## config.mk

```make
export PLATFORM = sky130hd
export DESIGN_NAME = tlv_frame_parser_top
export DESIGN_NICKNAME = d
export VERILOG_FILES = /design/src/design/tlvp_pkg.sv /design/src/design/tlvp_parser.sv /design/src/design/tlvp_out_reg.sv /design/src/design/tlv_frame_parser_top.sv
export SDC_FILE = /design/constraint.sdc
export NUM_CORES = 1
export LEC_CHECK = 0
export BUFFER_PORTS_ARGS = -buffer_cell sky130_fd_sc_hd__buf_2
export CELL_PAD_IN_SITES_DETAIL_PLACEMENT = 1
export CELL_PAD_IN_SITES_GLOBAL_PLACEMENT = 2
export CORE_UTILIZATION = 37
export DETAILED_ROUTE_END_ITERATION = 16
export PLACE_DENSITY = 0.78
export SLEW_MARGIN = 20
export SYNTH_ARGS = -nofsm -noshare
export SYNTH_HDL_FRONTEND = slang
export SYNTH_SLANG_ARGS = --single-unit
```

## constraint.sdc

```tcl
create_clock -name clock -period 4.35 [get_ports clock]
set_input_delay 0.87 -clock clock [delete_from_list [all_inputs] [get_ports clock]]
set_output_delay 0.87 -clock clock [all_outputs]
set_load 0.05 [all_outputs]
```

## src/design/tlvp_pkg.sv

```systemverilog
package tlvp_pkg;

   // parser phase
   typedef enum logic [1:0] {
      PH_HEADER = 2'd0,
      PH_BODY   = 2'd1,
      PH_CHECK  = 2'd2
   } phase_type;

   // result kind, travels on rsp_tuser
   typedef enum logic [1:0] {
      KIND_PAYLOAD = 2'd0,
      KIND_GOOD    = 2'd1,
      KIND_BAD     = 2'd2
   } kind_type;

   // configuration register indexes
   localparam logic CSR_MAX_LENGTH    = 1'b0;
   localparam logic CSR_CAPTURE_LIMIT = 1'b1;

   localparam int CSR_INDEX_W = 1;
   localparam int CSR_DATA_W  = 16;
   localparam int RSP_DATA_W  = 40;

   localparam logic [15:0] MAX_LENGTH_RESET    = 16'd1024;
   localparam logic [15:0] CAPTURE_LIMIT_RESET = 16'hFFFF;

   typedef struct packed {
      kind_type    kind;
      logic [7:0]  data_byte;
      logic [15:0] payload_index;
      logic [15:0] frame_length;
   } result_type;

endpackage

```

## src/design/tlvp_parser.sv

```systemverilog
module tlvp_parser (
   input  logic                               clock,
   input  logic                               reset,
   input  logic                               csr_we,
   input  logic [tlvp_pkg::CSR_INDEX_W-1:0]   csr_index,
   input  logic [tlvp_pkg::CSR_DATA_W-1:0]    csr_data,
   input  logic                               byte_accept,
   input  logic [7:0]                         rx_byte,
   output logic                               res_valid,
   output tlvp_pkg::result_type               res
);
   import tlvp_pkg::*;

   logic [15:0] max_length_ff, capture_limit_ff;
   phase_type   phase_ff, phase_in;
   logic [1:0]  header_count_ff, header_count_in;
   logic [7:0]  frame_tag_ff, frame_tag_in;
   logic [7:0]  length_high_ff, length_high_in;
   logic [15:0] payload_length_ff, payload_length_in;
   logic [15:0] body_count_ff, body_count_in;
   logic [7:0]  running_xor_ff, running_xor_in;

   logic        capture;
   logic [15:0] check_count;
   logic [7:0]  expect_byte;

   assign capture     = body_count_ff < capture_limit_ff;
   assign check_count = capture ? body_count_ff : capture_limit_ff;
   assign expect_byte = frame_tag_ff ^ check_count[15:8] ^ check_count[7:0] ^ running_xor_ff;

   always_ff @(posedge clock) begin
      if (reset) begin
         max_length_ff    <= MAX_LENGTH_RESET;
         capture_limit_ff <= CAPTURE_LIMIT_RESET;
      end else if (csr_we) begin
         case (csr_index)
            CSR_MAX_LENGTH:    max_length_ff    <= csr_data;
            CSR_CAPTURE_LIMIT: capture_limit_ff <= csr_data;
            default: ;
         endcase
      end
   end

   always_ff @(posedge clock) begin
      if (reset) begin
         phase_ff          <= PH_HEADER;
         header_count_ff   <= 2'd0;
         frame_tag_ff      <= 8'd0;
         length_high_ff    <= 8'd0;
         payload_length_ff <= 16'd0;
         body_count_ff     <= 16'd0;
         running_xor_ff    <= 8'd0;
      end else begin
         phase_ff          <= phase_in;
         header_count_ff   <= header_count_in;
         frame_tag_ff      <= frame_tag_in;
         length_high_ff    <= length_high_in;
         payload_length_ff <= payload_length_in;
         body_count_ff     <= body_count_in;
         running_xor_ff    <= running_xor_in;
      end
   end

   // next state
   always_comb begin
      phase_in          = phase_ff;
      header_count_in   = header_count_ff;
      frame_tag_in      = frame_tag_ff;
      length_high_in    = length_high_ff;
      payload_length_in = payload_length_ff;
      body_count_in     = body_count_ff;
      running_xor_in    = running_xor_ff;
      if (byte_accept) begin
         case (phase_ff)
            PH_BODY: begin
               body_count_in = body_count_ff + 16'd1;
               if (capture) running_xor_in = running_xor_ff ^ rx_byte;
               if (body_count_in >= payload_length_ff) phase_in = PH_CHECK;
            end
            PH_CHECK: begin
               phase_in        = PH_HEADER;
               header_count_in = 2'd0;
            end
            default: begin
               case (header_count_ff)
                  2'd0: begin
                     frame_tag_in    = rx_byte;
                     header_count_in = 2'd1;
                  end
                  2'd1: begin
                     length_high_in  = rx_byte;
                     header_count_in = 2'd2;
                  end
                  default: begin
                     payload_length_in = {length_high_ff, rx_byte};
                     header_count_in   = 2'd0;
                     if (payload_length_in > max_length_ff) begin
                        // oversized, drop header and hunt again
                        phase_in = PH_HEADER;
                     end else begin
                        body_count_in  = 16'd0;
                        running_xor_in = 8'd0;
                        phase_in = (payload_length_in == 16'd0) ? PH_CHECK : PH_BODY;
                     end
                  end
               endcase
            end
         endcase
      end
   end

   // result
   always_comb begin
      res_valid         = 1'b0;
      res.kind          = KIND_PAYLOAD;
      res.data_byte     = rx_byte;
      res.payload_index = body_count_ff;
      res.frame_length  = 16'd0;
      case (phase_ff)
         PH_BODY: begin
            res_valid = byte_accept && capture;
         end
         PH_CHECK: begin
            res_valid         = byte_accept;
            res.kind          = (rx_byte == expect_byte) ? KIND_GOOD : KIND_BAD;
            res.data_byte     = frame_tag_ff;
            res.payload_index = 16'd0;
            res.frame_length  = payload_length_ff;
         end
         default: ;
      endcase
   end

endmodule

```

## src/design/tlvp_out_reg.sv

```systemverilog
module tlvp_out_reg (
   input  logic                  clock,
   input  logic                  reset,
   input  logic                  load,
   input  tlvp_pkg::result_type  res,
   input  logic                  out_ready,
   output logic                  space,
   output logic                  out_valid,
   output tlvp_pkg::result_type  out_res
);
   import tlvp_pkg::*;

   logic       valid_ff, valid_in;
   result_type res_ff;

   assign space     = !valid_ff || out_ready;
   assign valid_in  = load || (valid_ff && !out_ready);
   assign out_valid = valid_ff;
   assign out_res   = res_ff;

   always_ff @(posedge clock) begin
      if (reset) begin
         valid_ff <= 1'b0;
      end else begin
         valid_ff <= valid_in;
      end
   end

   always_ff @(posedge clock) begin
      if (load) res_ff <= res;
   end

endmodule

```

## src/design/tlv_frame_parser_top.sv

```systemverilog
// tlv frame parser, one received byte per request
// frames are: tag byte, 16-bit big-endian length, payload bytes, xor checksum byte
// req channel carries the received byte in req_tdata
// rsp channel carries one result: a captured payload byte (kind payload) or an
// end-of-frame report (kind good or bad) with the tag and declared length
// results are produced only for captured payload bytes and checksum bytes;
// header bytes and payload bytes past the capture limit give nothing
// a result is registered and is on rsp in the cycle after its request is accepted
// throughput: one request per cycle while rsp is not stalled, set by the state update of
// the parser and the one-deep result register
// when rsp stalls with a result held, req_tready drops until it is taken
// csr port: index 0 max accepted length, index 1 capture limit, written at once
// reset clears the parser to the header hunt, empties the result register and
// loads the register defaults (max length 1024, capture limit 65535)
module tlv_frame_parser_top (
   input  logic                               clock,
   input  logic                               reset,
   // request: [7:0] rx_byte
   input  logic                               req_tvalid,
   output logic                               req_tready,
   input  logic [7:0]                         req_tdata,
   // result data: [7:0] data_byte, [23:8] payload_index, [39:24] frame_length
   output logic                               rsp_tvalid,
   input  logic                               rsp_tready,
   output logic [tlvp_pkg::RSP_DATA_W-1:0]    rsp_tdata,
   // result user: [1:0] kind
   output logic [1:0]                         rsp_tuser,
   input  logic                               csr_we,
   input  logic [tlvp_pkg::CSR_INDEX_W-1:0]   csr_index,
   input  logic [tlvp_pkg::CSR_DATA_W-1:0]    csr_data
);
   import tlvp_pkg::*;

   logic       space;
   logic       byte_accept;
   logic       res_valid;
   result_type res;
   result_type out_res;

   assign req_tready  = space;
   assign byte_accept = req_tvalid && space;

   // parser state and per-byte result logic
   tlvp_parser u_parser (
      .clock       (clock),
      .reset       (reset),
      .csr_we      (csr_we),
      .csr_index   (csr_index),
      .csr_data    (csr_data),
      .byte_accept (byte_accept),
      .rx_byte     (req_tdata),
      .res_valid   (res_valid),
      .res         (res)
   );

   // result register decouples the two sides
   tlvp_out_reg u_out_reg (
      .clock     (clock),
      .reset     (reset),
      .load      (res_valid),
      .res       (res),
      .out_ready (rsp_tready),
      .space     (space),
      .out_valid (rsp_tvalid),
      .out_res   (out_res)
   );

   assign rsp_tdata = {out_res.frame_length, out_res.payload_index, out_res.data_byte};
   assign rsp_tuser = out_res.kind;

endmodule
```

# After elaboration in Yosys (flattened, before gate mapping)
# Cells that the tools add are included.
# totals
reg_bits,135
output_inout_bits,44
# classes
n_addsub,1
order_cmp,3
n_eq_ne,9
muxes,18
bitwise,9
n_reduce_logical,20
# op_table
operator,count
two-way mux 16 bit,3
two-way mux 40 bit,1
one-hot mux 16 bit (2 select lines),1
bitwise XOR 8 bit,4
two-way mux 8 bit,3
"adder 16 x 1 -> 16 bit, second input constant",1
>= comparator 16 bit,1
> comparator 16 bit,1
zero test 16 bit,1
< comparator 16 bit,1
one-hot mux 8 bit (2 select lines),1
one-hot mux 2 bit (2 select lines),3
AND reduction 3 bit,4
two-way mux 2 bit,5
equality test 8 bit,1
"!= test 2 x 1 -> 1 bit, second input constant",3
AND reduction 2 bit,3
NOT 1 bit,5
AND reduction 5 bit,1
"equality test 2 x 1 -> 1 bit, second input constant",2
AND reduction 4 bit,1
OR reduction 2 bit,2
logical AND 1 bit,3
"!= test 3 x 1 -> 1 bit, second input constant",1
other kinds (6),8

# Depth between registers and ports, before layout
# Gate-level depths: netlist of run 1.
# depth
depth_word,7
ltp_mapped,16
ltp_nobuf,16

# Hierarchy
# From an unflattened synthesis of run 1, not the netlist that was laid out.
# hier_totals
hier_cells,806
hier_area_um2,7265.7
# by_module_without_submodules
mod,n_inst,cells_each,area_per_inst_um2,seq_area_each_um2
tlvp_parser,1,759,5952.0,1841.8
tlvp_out_reg,1,46,1307.5,1281.2
tlv_frame_parser_top,1,1,6.3,0.0

# Worst setup path before layout of run 1
# OpenSTA, ideal clock, no wires.
# synth_path
path_kind,register to register
startpoint,reg u_parser.body_count_ff[0]
endpoint,reg u_parser.phase_ff[1]
arrival_time_ns,3.355
setup_slack_ns,0.926
path_stages_with_launch,16
path_buffers,0
synth_period_minus_slack_ns,3.424
cell_sequence,dfxtp_1 ha_1 nand3_1 nor2_1 and3_1 and3_1 and3_1 nand3_1 xnor2_1 ha_1 a21o_1 a211o_1 a311oi_1 a31oi_1 a21boi_0 a21oi_1
# synth_via
elab_chain_cells,4
# synth_lines
element,line_no,text
start: declaration,tlvp_parser.sv:20,"logic [15:0] body_count_ff, body_count_in;"
start signal: assignment,tlvp_parser.sv:59,body_count_ff <= body_count_in;
adder 16 x 1 -> 16 bit,tlvp_parser.sv:76,body_count_in = body_count_ff + 16'd1;
>= comparator 16 bit,tlvp_parser.sv:78,if (body_count_in >= payload_length_ff) phase_in = PH_CHECK;
!= test 2 x 1 -> 1 bit (no line),-,
AND reduction 3 bit (no line),-,
end signal: assignment,tlvp_parser.sv:54,phase_ff <= phase_in;
end: declaration,tlvp_parser.sv:15,"phase_type phase_ff, phase_in;"
# No other way between the ends.
# A chain may end at the register's enable or synchronous reset.

# Worst setup path after layout of run 1
# Ends and elaborated chain as after synthesis.

==> results of run 1 <==
-- cell usage in the layout (no fill, tap or decap), drive strengths merged, types with 20 or more instances in the layout --
| master | count |
|---|---|
| nand2 | 125 |
| dfxtp | 93 |
| buf | 77 |
| nor2 | 71 |
| a21oi | 61 |
| inv | 58 |
| ha | 50 |
| edfxtp | 42 |
| o21ai | 42 |
| nand3 | 41 |
| xnor2 | 24 |
| nor2b | 20 |
-- flip-flops by register name, summed over array words and instances (netlist names), 2 cells and up --
name,flops
u_parser.body_count_ff,16
u_parser.header_count_ff,2
u_parser.length_high_ff,8
u_parser.running_xor_ff,8
u_parser.max_length_ff,16
u_parser.frame_tag_ff,8
u_out_reg.out_res,42
u_parser.capture_limit_ff,16
u_parser.phase_ff,2
u_parser.payload_length_ff,16
-- final cells by class --
class,count,area [um2]
clock buffer,19,443
fill,2227,10600
multi-input combinational,589,3750
tap,260,325
clock inverter,13,146
timing repair buffer,77,395
sequential,135,3120
inverter,56,210
-- critical path, delay by kind of cell (launching register included) --
kind | cells | cell delay, ns
and+or+nand+nor | 6 | 1.32
DFF | 1 | 0.52
xor gates and xnor gates | 1 | 0.24
adders and majority gates | 2 | 0.59
AOI/OAI and AO/OA | 6 | 1.27
-- layer usage --
metal	vias to the layer above	wire, um	global-route usage (%)
met5	-	0	0
met3	28	641	3.33
li1	2951	-	-
met1	2986	9950	29.0
met4	0	381	7.75
met2	112	10900	39.8
-- cell families (layout without fill, tap and decap cells) --
family / after synthesis / after routing / share of synthesized area, %
AO/OA/AOI/OAI: 157 / 157 / 13.2
XOR/XNOR: 47 / 47 / 6.78
adder cells (fa/ha/maj): 50 / 50 / 8.60
buffers and inverters: 103 / 165 / 5.59
flip-flops: 135 / 135 / 42.9
multiplexers: 27 / 27 / 3.85
AND/OR/NAND/NOR: 308 / 308 / 19.1
-- per-stage QoR --
stage	setup slack (ns)	area, um2
after floorplan	0.926	7270
after global placement	0.585	7800
after detailed placement	0.362	7800
after CTS	0.316	8390
after global routing	0.0457	8390
final	0.353	8390
-- what timing repair did --
item	CTS	global route
endpoints found under the setup margin	0	1
endpoints found under the hold margin	0	0
gates resized for setup	0	1
-- worst paths after layout --
kind	start	end	slack, ns	cells past startpoint
setup / recovery	u_parser.body_count_ff[0]$_SDFFE_PP0P_	u_parser.phase_ff[1]$_SDFFE_PP0P_	0.35	15
hold / removal	u_parser.max_length_ff[14]$_SDFFE_PP0P_	u_parser.max_length_ff[14]$_SDFFE_PP0P_	0.46	2
setup reg to reg	u_parser.body_count_ff[0]$_SDFFE_PP0P_	u_parser.phase_ff[1]$_SDFFE_PP0P_	0.35	15
hold reg to reg	u_parser.max_length_ff[14]$_SDFFE_PP0P_	u_parser.max_length_ff[14]$_SDFFE_PP0P_	0.46	2
-- power groups by stage --
| stage | registers (mW) | clock network, mW | logic, mW |
|---|---|---|---|
| final | 1.43 | 1.46 | 0.629 |
| after global routing | 1.44 | 1.54 | 0.690 |
| after CTS | 1.43 | 1.49 | 0.633 |
| after detailed placement | 1.46 | 0 | 0.628 |
| after global placement | 1.45 | 0 | 0.606 |
| after floorplan | 1.49 | 0 | 0.413 |
==> results_dict.tcl, run 1 <==
set metrics [dict create \
    grt_max_degree 50 \
    io_buffers 73 \
    vias 6077 \
    io_pins 74 \
    synth-edff-count 42 \
    fmax_mhz 250 \
    hp-class "reg2reg" \
    synth_cells 827 \
    ir_drop_mv 0.272 \
    hold_viol 0 \
    clock_latency_ns 0.42 \
    die_x_um 142 \
    end_kind "register" \
    core-area_um2 19000 \
    cts_root_buffer "clkbuf_16" \
    relSlewSlack_pct 28.8 \
    cts_setup_buffers 0 \
    finalCriticalPeriod_ns 4.00 \
    worstSetupStartpointType "register" \
    tns_ns 0 \
    dieHeight_um 142 \
    viasPerCell 5.29 \
    drc 0 \
    ys_top_cells_by_count "nand2_1 (125), dfxtp_1 (93), nor2_1 (70)" \
    rsz0062_at_grt "no" \
    place_hpwl_um 16700 \
    path_cells "ha_1, nand3_1, nor2_2, and3_1, and3_1, and3_1, nand3_1, xnor2_1, ha_1, a21o_1, a211o_1, a311oi_1, a31oi_1, a21boi_0, a21oi_1" \
    dr.pass1.iters 4 \
    p_seq_share_pct 40.7 \
    ys_types 56 \
    total_leakage_power_nw 3.42 \
    finalClockSkew_ns 0.00863 \
    wirelength_um 21900 \
    p_sw_share_pct 30.2 \
    worst_path_max_delay_cell "dfxtp_1" \
    gp_congestion 0.863 \
    clkTransAtPathRegs_ns 0.06 \
    tritoncts "done" \
    yosysTopAreaCellShare_pct 25.6 \
    antenna_found_initial 0 \
    grt_pass1_vias 6354 \
    drv_cap 0 \
    powerDensity_nw_per_um2 419 \
    critPathRequiredTime_ns 4.70 \
    worstMarginPinSlew_ns 1.07 \
    cpMostUsedCell "and3_1" \
    dieArea_um2 20200 \
    clock-sinks 135 \
    grtUsageTotal_pct 22.9 \
    synth.avg_cell_area_um2 8.79 \
    post-place-cells 1117 \
    finalPower_mw 3.52 \
    p_int_mw 2.46 \
    period_share_pct 91.9 \
    synth_top_flop_cell "dfxtp_1" \
    num_rows 50 \
    netlist_area_um2 7270 \
    drv_slew 0 \
    yosysMostFrequentCell "nand2_1" \
    crit_arrival_ns 4.35 \
    ant_nets 0 \
    yosysSeqAreaShare_pct 42.9 \
    nets 956 \
    yosys.area.top_type "dfxtp_1" \
    p_comb_share_pct 17.9 \
    overflow 0 \
    final_core_util_pct 44.3 \
    start_util_pct 38.4 \
    synth_area_leaders "dfxtp_1 (26%), edfxtp_1 (17%), ha_1 (8.6%), nand2_1 (6.5%), a21oi_1 (4.2%)" \
    clockPowerShare_pct 41.5 \
    htree_num_levels 4 \
    cts_buffers 17 \
    outcome "complete, no violations" \
    wl_per_cell_um 19.1 \
    setup_viol 0 \
    grt_pass1_wl_um 34700 \
    holdBufCountCts 0 \
    clk_path_buf_depth 2 \
    antenna_cells 0 \
    async_reset_ff_share_pct 0 \
    syn-num-nets 907 \
    crit_fanout 9 \
    drt-initial-drc-count 328 \
    area_growth_pct 15.4 \
    critPathMaxStageDelay_ns 0.52 \
    drive_gt1_share_pct 14.3 \
    power.switching_mw 1.06 \
    fin_cells 1149 \
    yosysWarnings 0 \
    yosys_register_bits 135 \
    critical_path_class "reg2reg" \
    worst_hold_slack_ns 0.455 \
]
(Power assumes the default switching activity.)
==> run 2, diff against run 1 <==
==> constraint.sdc (replaced) <==
create_clock -name clock -period 4.35 [get_ports clock]
set_input_delay 0.2175 -clock clock [delete_from_list [all_inputs] [get_ports clock]]
set_output_delay 0.2175 -clock clock [all_outputs]
set_load 0.05 [all_outputs]
==> run 2 against run 1 <==
Routed wire length up 1.5%. Non-clock buffer count grew 1. Clock power about the same. Critical path depth unchanged. Sequential share of layout area about the same. Via count shrank 0.79%. Combinational power rose by 0.6%. Count of clock-buffer cells in the layout is 1 higher. Utilization increased by 0.073 points. Flip-flop and latch count is the same. Register-to-register slack worse by 0.06 ns. Final area rose by 0.16%.
==> results_dict.tcl, run 2 (synthesized netlist as in run 1, its figures left out) <==
set metrics [dict create \
    outcome "complete, no violations" \
    layout_commonest_cell "nand2_1" \
    power.switching_mw 1.04 \
    reg2reg_depth 15 \
    io_pins 74 \
    area_growth_pct 15.6 \
    timing.rr.end "u_parser.phase_ff[1]$_SDFFE_PP0P_" \
    path_cells "ha_1, nand3_1, nor2_1, and3_1, and3_1, and3_1, nand3_1, xnor2_1, ha_1, a21o_1, a211o_1, a311oi_1, a31oi_1, a21boi_0, a21oi_1" \
    drive_gt1_share_pct 14.3 \
    ctsResizeCount 0 \
    p_sw_share_pct 29.3 \
    nets 957 \
    r2r-start "u_parser.body_count_ff[1]$_SDFFE_PP0P_" \
    cts_setup_buffers 0 \
    die_x_um 142 \
    clockPowerShare_pct 41.7 \
    worst_path_max_delay_cell "dfxtp_1" \
    overflow 0 \
    cpMostUsedCell "and3_1" \
    finalClockSkew_ns 0.0122 \
    total_leakage_power_nw 3.44 \
    post-place-cells 1118 \
    clkTransAtPathRegs_ns 0.06 \
    clk_path_buf_depth 2 \
    drv_cap 0 \
    worstSetupStartpointType "register" \
    relSlewSlack_pct 33.8 \
    start_util_pct 38.4 \
    fin_cells 1150 \
    setup_viol 0 \
    holdBufCountCts 0 \
    clock-sinks 135 \
    viasPerCell 5.24 \
    tritoncts "done" \
    final_cell_mix "nand2_1 (125), dfxtp_1 (92), buf_2 (73), nor2_1 (70), a21oi_1 (61)" \
    ir_drop_mv 0.272 \
    grtUsageTotal_pct 23.5 \
    ant_nets 0 \
    p_comb_share_pct 17.9 \
    crit_fanout 7 \
    dr.pass1.iters 5 \
    drv_slew 0 \
    multi_input_area_um2 3740 \
    finalCriticalPeriod_ns 4.06 \
    largest_reg_flops 42 \
    critPathRequiredTime_ns 4.70 \
    grt_max_degree 37 \
    fillers 2247 \
    powerDensity_nw_per_um2 422 \
    r2r_slack_ns 0.29 \
    hold_viol 0 \
    antenna_found_initial 0 \
    clock_latency_ns 0.42 \
    drc 0 \
    rsz0062_at_grt "no" \
    end_kind "register" \
    regArea_um2 3120 \
    antenna_cells 0 \
    wl_per_cell_um 19.3 \
    critPathMaxStageDelay_ns 0.48 \
    io_buffers 73 \
    htree_num_levels 4 \
    startpoint "u_parser.body_count_ff[1]$_SDFFE_PP0P_" \
    grt_pass1_vias 6322 \
    wirelength_um 22200 \
    num_rows 50 \
    vias 6029 \
    worstMarginPinSlew_ns 0.992 \
    hp-class "in2reg" \
    cts_buffers 17 \
    crit_arrival_ns 4.41 \
    drt-initial-drc-count 358 \
    setup.worst_path.end "u_parser.phase_ff[1]$_SDFFE_PP0P_" \
    tns_ns 0 \
    grt_pass1_wl_um 35300 \
    p_seq_share_pct 40.4 \
    fmax_mhz 246 \
    gp_congestion 0.827 \
    period_share_pct 93.3 \
    core-area_um2 19000 \
    dieHeight_um 142 \
    p_int_mw 2.51 \
    dieArea_um2 20200 \
    place_hpwl_um 16700 \
    critical_path_class "reg2reg" \
    cts_root_buffer "clkbuf_16" \
]
[run 2: per-stage QoR]
step / util (%) / setup WS (ns) / instance area (um2) / total power, mW / hold WS [ns]
after detailed placement: 41.2 / 0.389 / 7810 / 2.09 / 0.450
after floorplan: - / 0.926 / 7270 / 1.90 / 0.353
after global placement: 41.2 / 0.587 / 7810 / 2.06 / 0.445
after CTS: 44.3 / 0.297 / 8400 / 3.58 / 0.0446
final: 44.3 / 0.290 / 8400 / 3.54 / 0.0624
after global routing: 44.3 / 0.0108 / 8400 / 3.71 / 0.0622
[run 2: critical path, delay by kind of cell (launching register included)]
| family | cells | cell delay [ns] |
|---|---|---|
| compound gates | 6 | 1.32 |
| flops | 1 | 0.48 |
| xor+xnor | 1 | 0.23 |
| fa+ha+maj | 2 | 0.57 |
| simple gates | 6 | 1.39 |
[run 2: routing by layer]
layer / GRT usage (%) / vias up / wire length, um
met5: 0 / - / 0
li1: - / 2957 / -
met4: 6.06 / 0 / 167
met1: 30.0 / 2935 / 10100
met3: 4.24 / 11 / 875
met2: 40.6 / 126 / 11100
[run 2: area by class of cell]
cell class	instances	area share, %
Clock buffer	20	5.31
Clock inverter	12	1.79
Inverter	56	2.50
Multi-Input combinational cell	589	44.6
Sequential cell	135	37.2
Tap cell	260	3.87
Timing Repair Buffer	78	4.79
[run 2: worst min path at each step]
| stage | endpoint | slack (ns) | from | cells past startpoint |
|---|---|---|---|---|
| 2_1_floorplan | u_parser.max_length_ff[11]$_SDFFE_PP0P_ | 0.35 | csr_data[11] | 2 |
| 3_3_place_gp | u_parser.payload_length_ff[13]$_SDFFE_PP0P_ | 0.44 | u_parser.payload_length_ff[13]$_SDFFE_PP0P_ | 2 |
| 3_5_place_dp | u_parser.payload_length_ff[15]$_SDFFE_PP0P_ | 0.45 | u_parser.payload_length_ff[15]$_SDFFE_PP0P_ | 2 |
| 4_1_cts | u_parser.capture_limit_ff[15]$_SDFFE_PP1P_ | 0.04 | csr_data[15] | 3 |
| 5_1_grt | u_parser.max_length_ff[5]$_SDFFE_PP0P_ | 0.06 | csr_data[5] | 3 |
| 6_report | u_parser.capture_limit_ff[15]$_SDFFE_PP1P_ | 0.06 | csr_data[15] | 3 |
[run 2: power groups by stage]
stage | Combinational, mW | Sequential [mW] | Clock, mW
detailed placement | 0.630 | 1.46 | 0
CTS | 0.637 | 1.43 | 1.51
global route | 0.695 | 1.44 | 1.57
global placement | 0.608 | 1.45 | 0
finish | 0.633 | 1.43 | 1.48
floorplan | 0.413 | 1.49 | 0
